--- config.mk ---
export PLATFORM = sky130hd
export DESIGN_NAME = ttb_alu
export DESIGN_NICKNAME = d
export VERILOG_FILES = /design/src/hw/rtl/ttb_pkg.sv /design/src/hw/rtl/ttb_alu.sv
export SDC_FILE = /design/constraint.sdc
export NUM_CORES = 2
export LEC_CHECK = 0
export BUFFER_PORTS_ARGS = -buffer_cell sky130_fd_sc_hd__buf_2
export CAP_MARGIN = 15
export CORE_MARGIN = 2
export CORE_UTILIZATION = 34
export DETAILED_ROUTE_END_ITERATION = 16
export GPL_TIMING_DRIVEN = 0
export PLACE_DENSITY = 0.61
export SETUP_SLACK_MARGIN = 0.02
export SLEW_MARGIN = 20
export SYNTH_ARGS = -nofsm -noshare
export SYNTH_HDL_FRONTEND = slang
export SYNTH_SLANG_ARGS = --single-unit
--- constraint.sdc ---
create_clock -name vclk -period 9.7
set_input_delay 0.485 -clock vclk [all_inputs]
set_output_delay 0.485 -clock vclk [all_outputs]
set_load 0.01 [all_outputs]
--- src/hw/rtl/ttb_pkg.sv ---
package ttb_pkg;

   // command codes
   localparam logic [2:0] CMD_TICK         = 3'd0;
   localparam logic [2:0] CMD_ARM_PERIODIC = 3'd1;
   localparam logic [2:0] CMD_ARM_ONESHOT  = 3'd2;
   localparam logic [2:0] CMD_CANCEL       = 3'd3;
   localparam logic [2:0] CMD_STOP         = 3'd4;
   localparam logic [2:0] CMD_SET_FREQ     = 3'd5;

   localparam logic [31:0] FREQ_FLOOR    = 32'd18;
   localparam logic [31:0] CLK_BASE_HZ   = 32'd1193182;
   localparam logic [21:0] CLK_TRIPLE_HZ = 22'd3579546;
   localparam logic [20:0] HALF_TRIPLE   = 21'd1789773;
   localparam logic [31:0] DELTA_SCALE   = 32'd3685982306;
   localparam logic [15:0] COUNT_MAX     = 16'hffff;
   localparam logic [37:0] DELTA_RESET   = 38'd4297912962;
   // ceil(2^19/3) and ceil(2^17/3): exact division by 3 below 2^19 and 2^17
   localparam logic [17:0] RECIP3_19     = 18'd174763;
   localparam logic [17:0] RECIP3_17     = 18'd43691;

   typedef struct packed {
      logic [2:0]  cmd;
      logic [31:0] interval_ms;
      logic [31:0] frequency_hz;
   } req_type;

   typedef struct packed {
      logic        fire;
      logic [31:0] time_ms;
      logic [51:0] time_us;
      logic [15:0] divisor;
      logic        divisor_written;
   } rsp_type;

   // shared arithmetic unit operands and results
   typedef struct packed {
      logic [63:0] add_a;
      logic [63:0] add_b;
      logic        sub;
      logic [31:0] mul_a;
      logic [17:0] mul_b;
   } alu_op_type;

   typedef struct packed {
      logic [63:0] sum;
      logic        carry;
      logic [49:0] product;
   } alu_res_type;

endpackage

--- src/hw/rtl/ttb_alu.sv ---
module ttb_alu (
   input  ttb_pkg::alu_op_type  op,
   output ttb_pkg::alu_res_type res
);
   import ttb_pkg::*;

   logic [64:0] wide;

   // a + b, or a - b as a + ~b + 1; carry set means a >= b on subtract
   assign wide = {1'b0, op.add_a} + {1'b0, op.add_b ^ {64{op.sub}}} + {64'b0, op.sub};
   assign res.sum     = wide[63:0];
   assign res.carry   = wide[64];
   assign res.product = {18'b0, op.mul_a} * {32'b0, op.mul_b};
endmodule

==> flow_summary.yaml <==
run_status:
  outcome: "completed"
finish:
  seq_cell_count: 0
  area_growth_pct: 11.3
  fillers: 6825
  final_nets: 3853
  multi_input_area_um2: 19600
  clkbuf_count: 0
  drive_gt1_share_pct: 10.2
  regArea_um2: 0
routing:
  drt-met1-wl_um: 31500
  topRoutingLayerUsed: "met5"
  drt-vias-per-instance: 5.01
  dr.pass1.iters: 5
  drt_iter0_drc: 1181
  wl_um: 73500
  drcViolationCount: 0
  dr_wl_met3_um: 5710
  wl_per_cell_um: 19.0
  ant_nets: 0
  met2_length_um: 33600
  vias: 19400
grt:
  grt_pass1_vias: 19800
  grt_overflow: 0
  grt_start_max_net_pins: 11
  grt_antenna_before_repair: 12
  grt.total_usage_pct: 21.8
  grt_pass1_wl_um: 114000
yosys:
  synth_top_area_share_pct: 43.1
  synth_top_area_cell: "fa_1"
  synth.area.top_cells: "fa_1 (43%), ha_1 (10%), inv_1 (9.9%)"
  yosysWarningCount: 0
  synth_area_per_cell_um2: 8.22
  synth_fp_nets: 3564
  synthCells: 2717
  seq_area_frac_synth_pct: 0
  yosysUniqueCellTypes: 72
  netlist_area_um2: 22300
place:
  io_buffers: 287
  dp_hpwl_um: 63100
  gp_congestion: 0.940
min_path:
  hold_start: "op[115]"
  holdPathStages: 3
  hold_class: "in -> out"
sta:
  fin_crit_sh_pct: 92.6
  slew_headroom_pct: 23.3
  hold_violations: 0
  fin_setup_tns_ns: 0
  worst_pin_slew_ns: 1.15
  setup_viol: 0
  rsz0062_at_grt: "false"
  period_needed_ns: 8.98
  drv_slew: 0
  fmax_ghz: 0.111
clocking:
  ctsResizeCount: 0
  hold_buffers: 0
  cts_setup_buffers: 0
worst_setup_path:
  path_max_fanout: 10
  worst_setup_path_start_kind: "input pin"
  crit_arrival_ns: 8.50
  endpoint_kind: "output pin"
  path_class: "in -> out"
  worstSetupStartpoint: "op[6]"
  required_ns: 9.22
floorplan:
  io_pins: 294
  die_w_um: 260
  start_util_pct: 34.5
  num_rows: 93
  core_um2: 64700
  die_h_um: 260
  die-area_um2: 67800
run:
  drv_cap: 0
[cells by family after synthesis]
logic type | after synthesis | synth area share, %
AOI/OAI and AO/OA | 348 | 10.2
xor gates and xnor gates | 167 | 6.55
adders and majority gates | 668 | 53.6
buffers and inverters | 720 | 12.2
muxes | 2 | 0.0952
and+or+nand+nor | 812 | 17.4
[placed cells by master (no fill, tap or decap), types with 8 or more instances in the layout]
| cell type | instances |
|---|---|
| o21ai_1 | 22 |
| o21bai_1 | 14 |
| nor2_1 | 47 |
| inv_1 | 592 |
| fa_1 | 481 |
| a21o_1 | 75 |
| a21oi_1 | 109 |
| nand4_1 | 19 |
| nand2_1 | 423 |
| a31oi_1 | 21 |
| and2_1 | 222 |
| a211oi_1 | 9 |
| buf_2 | 292 |
| nand2b_1 | 12 |
| nor2b_1 | 13 |
| nand3_1 | 20 |
| o21ai_0 | 30 |
| ha_1 | 187 |
| nor3_1 | 12 |
| xnor2_1 | 68 |
| clkbuf_1 | 115 |
| o211ai_1 | 9 |
| o21a_1 | 8 |
| xor2_1 | 99 |
| and3_1 | 17 |
[worst max-delay path, stage by stage]
cell and delay (ns):
buf_2 0.12, clkbuf_1 0.72, and2_1 0.27, fa_1 0.39, inv_1 0.08, fa_1 0.43, fa_1 0.50, fa_1 0.55
inv_1 0.05, fa_1 0.47, inv_1 0.05, fa_1 0.47, inv_1 0.04, ha_1 0.42, o211ai_1 0.14, nor3_1 0.62
a21oi_1 0.28, o21ai_1 0.63, a311o_1 0.41, o21a_1 0.19, o211ai_1 0.15, a21oi_1 0.47, a311oi_1 0.20, xnor2_1 0.19
buf_2 0.15
[synth_stat cells, types with 4 or more instances]
cell,n
a2111oi_0,4
a211oi_1,9
a21o_1,75
a21oi_1,109
a31oi_1,21
and2_1,222
and3_1,17
buf_1,6
buf_2,5
clkbuf_1,115
fa_1,481
ha_1,187
inv_1,592
nand2_1,423
nand2b_1,12
nand3_1,20
nand4_1,19
nor2_1,47
nor2b_1,13
nor3_1,12
nor4_1,4
o211ai_1,9
o21a_1,8
o21ai_0,30
o21ai_1,22
o21bai_1,14
o221ai_1,5
o31ai_1,6
or3_1,5
xnor2_1,68
xor2_1,99
[layout make-up]
cell class                      count  area share [%]
Timing Repair Buffer              287            5.78
Tap cell                          855            4.30
Multi-Input combinational cell   1997            78.9
Antenna cell                        6          0.0604
Inverter                          592            8.94
Buffer                            128            1.99
[through the flow]
step | setup WS (ns) | util, % | hold WS [ns] | cell area [µm²] | instances
CTS | 0.830 | 38.4 | 1.25 | 24800 | 3859
global placement | 0.867 | 38.4 | 1.24 | 24800 | 3859
global route | 0.471 | 38.4 | 1.27 | 24900 | 3863
floorplan | 2.65 | - | 1.05 | 22300 | 2717
finish | 0.718 | 38.4 | 1.25 | 24900 | 3865
detailed placement | 0.852 | 38.4 | 1.25 | 24800 | 3859
[worst paths after layout]
path	to	slack, ns
hold / removal	res[51]	1.25
setup / recovery	res[46]	0.72
[per-layer routing]
metal | up-vias | global-route usage, %
li1 | 8846 | -
met1 | 9645 | 29.9
met2 | 740 | 35.4
met3 | 139 | 3.32
met4 | 12 | 6.83
met5 | - | 0
Power is not shown: default switching activity piles up to over one toggle a cycle in this logic, so the estimate is an artifact.
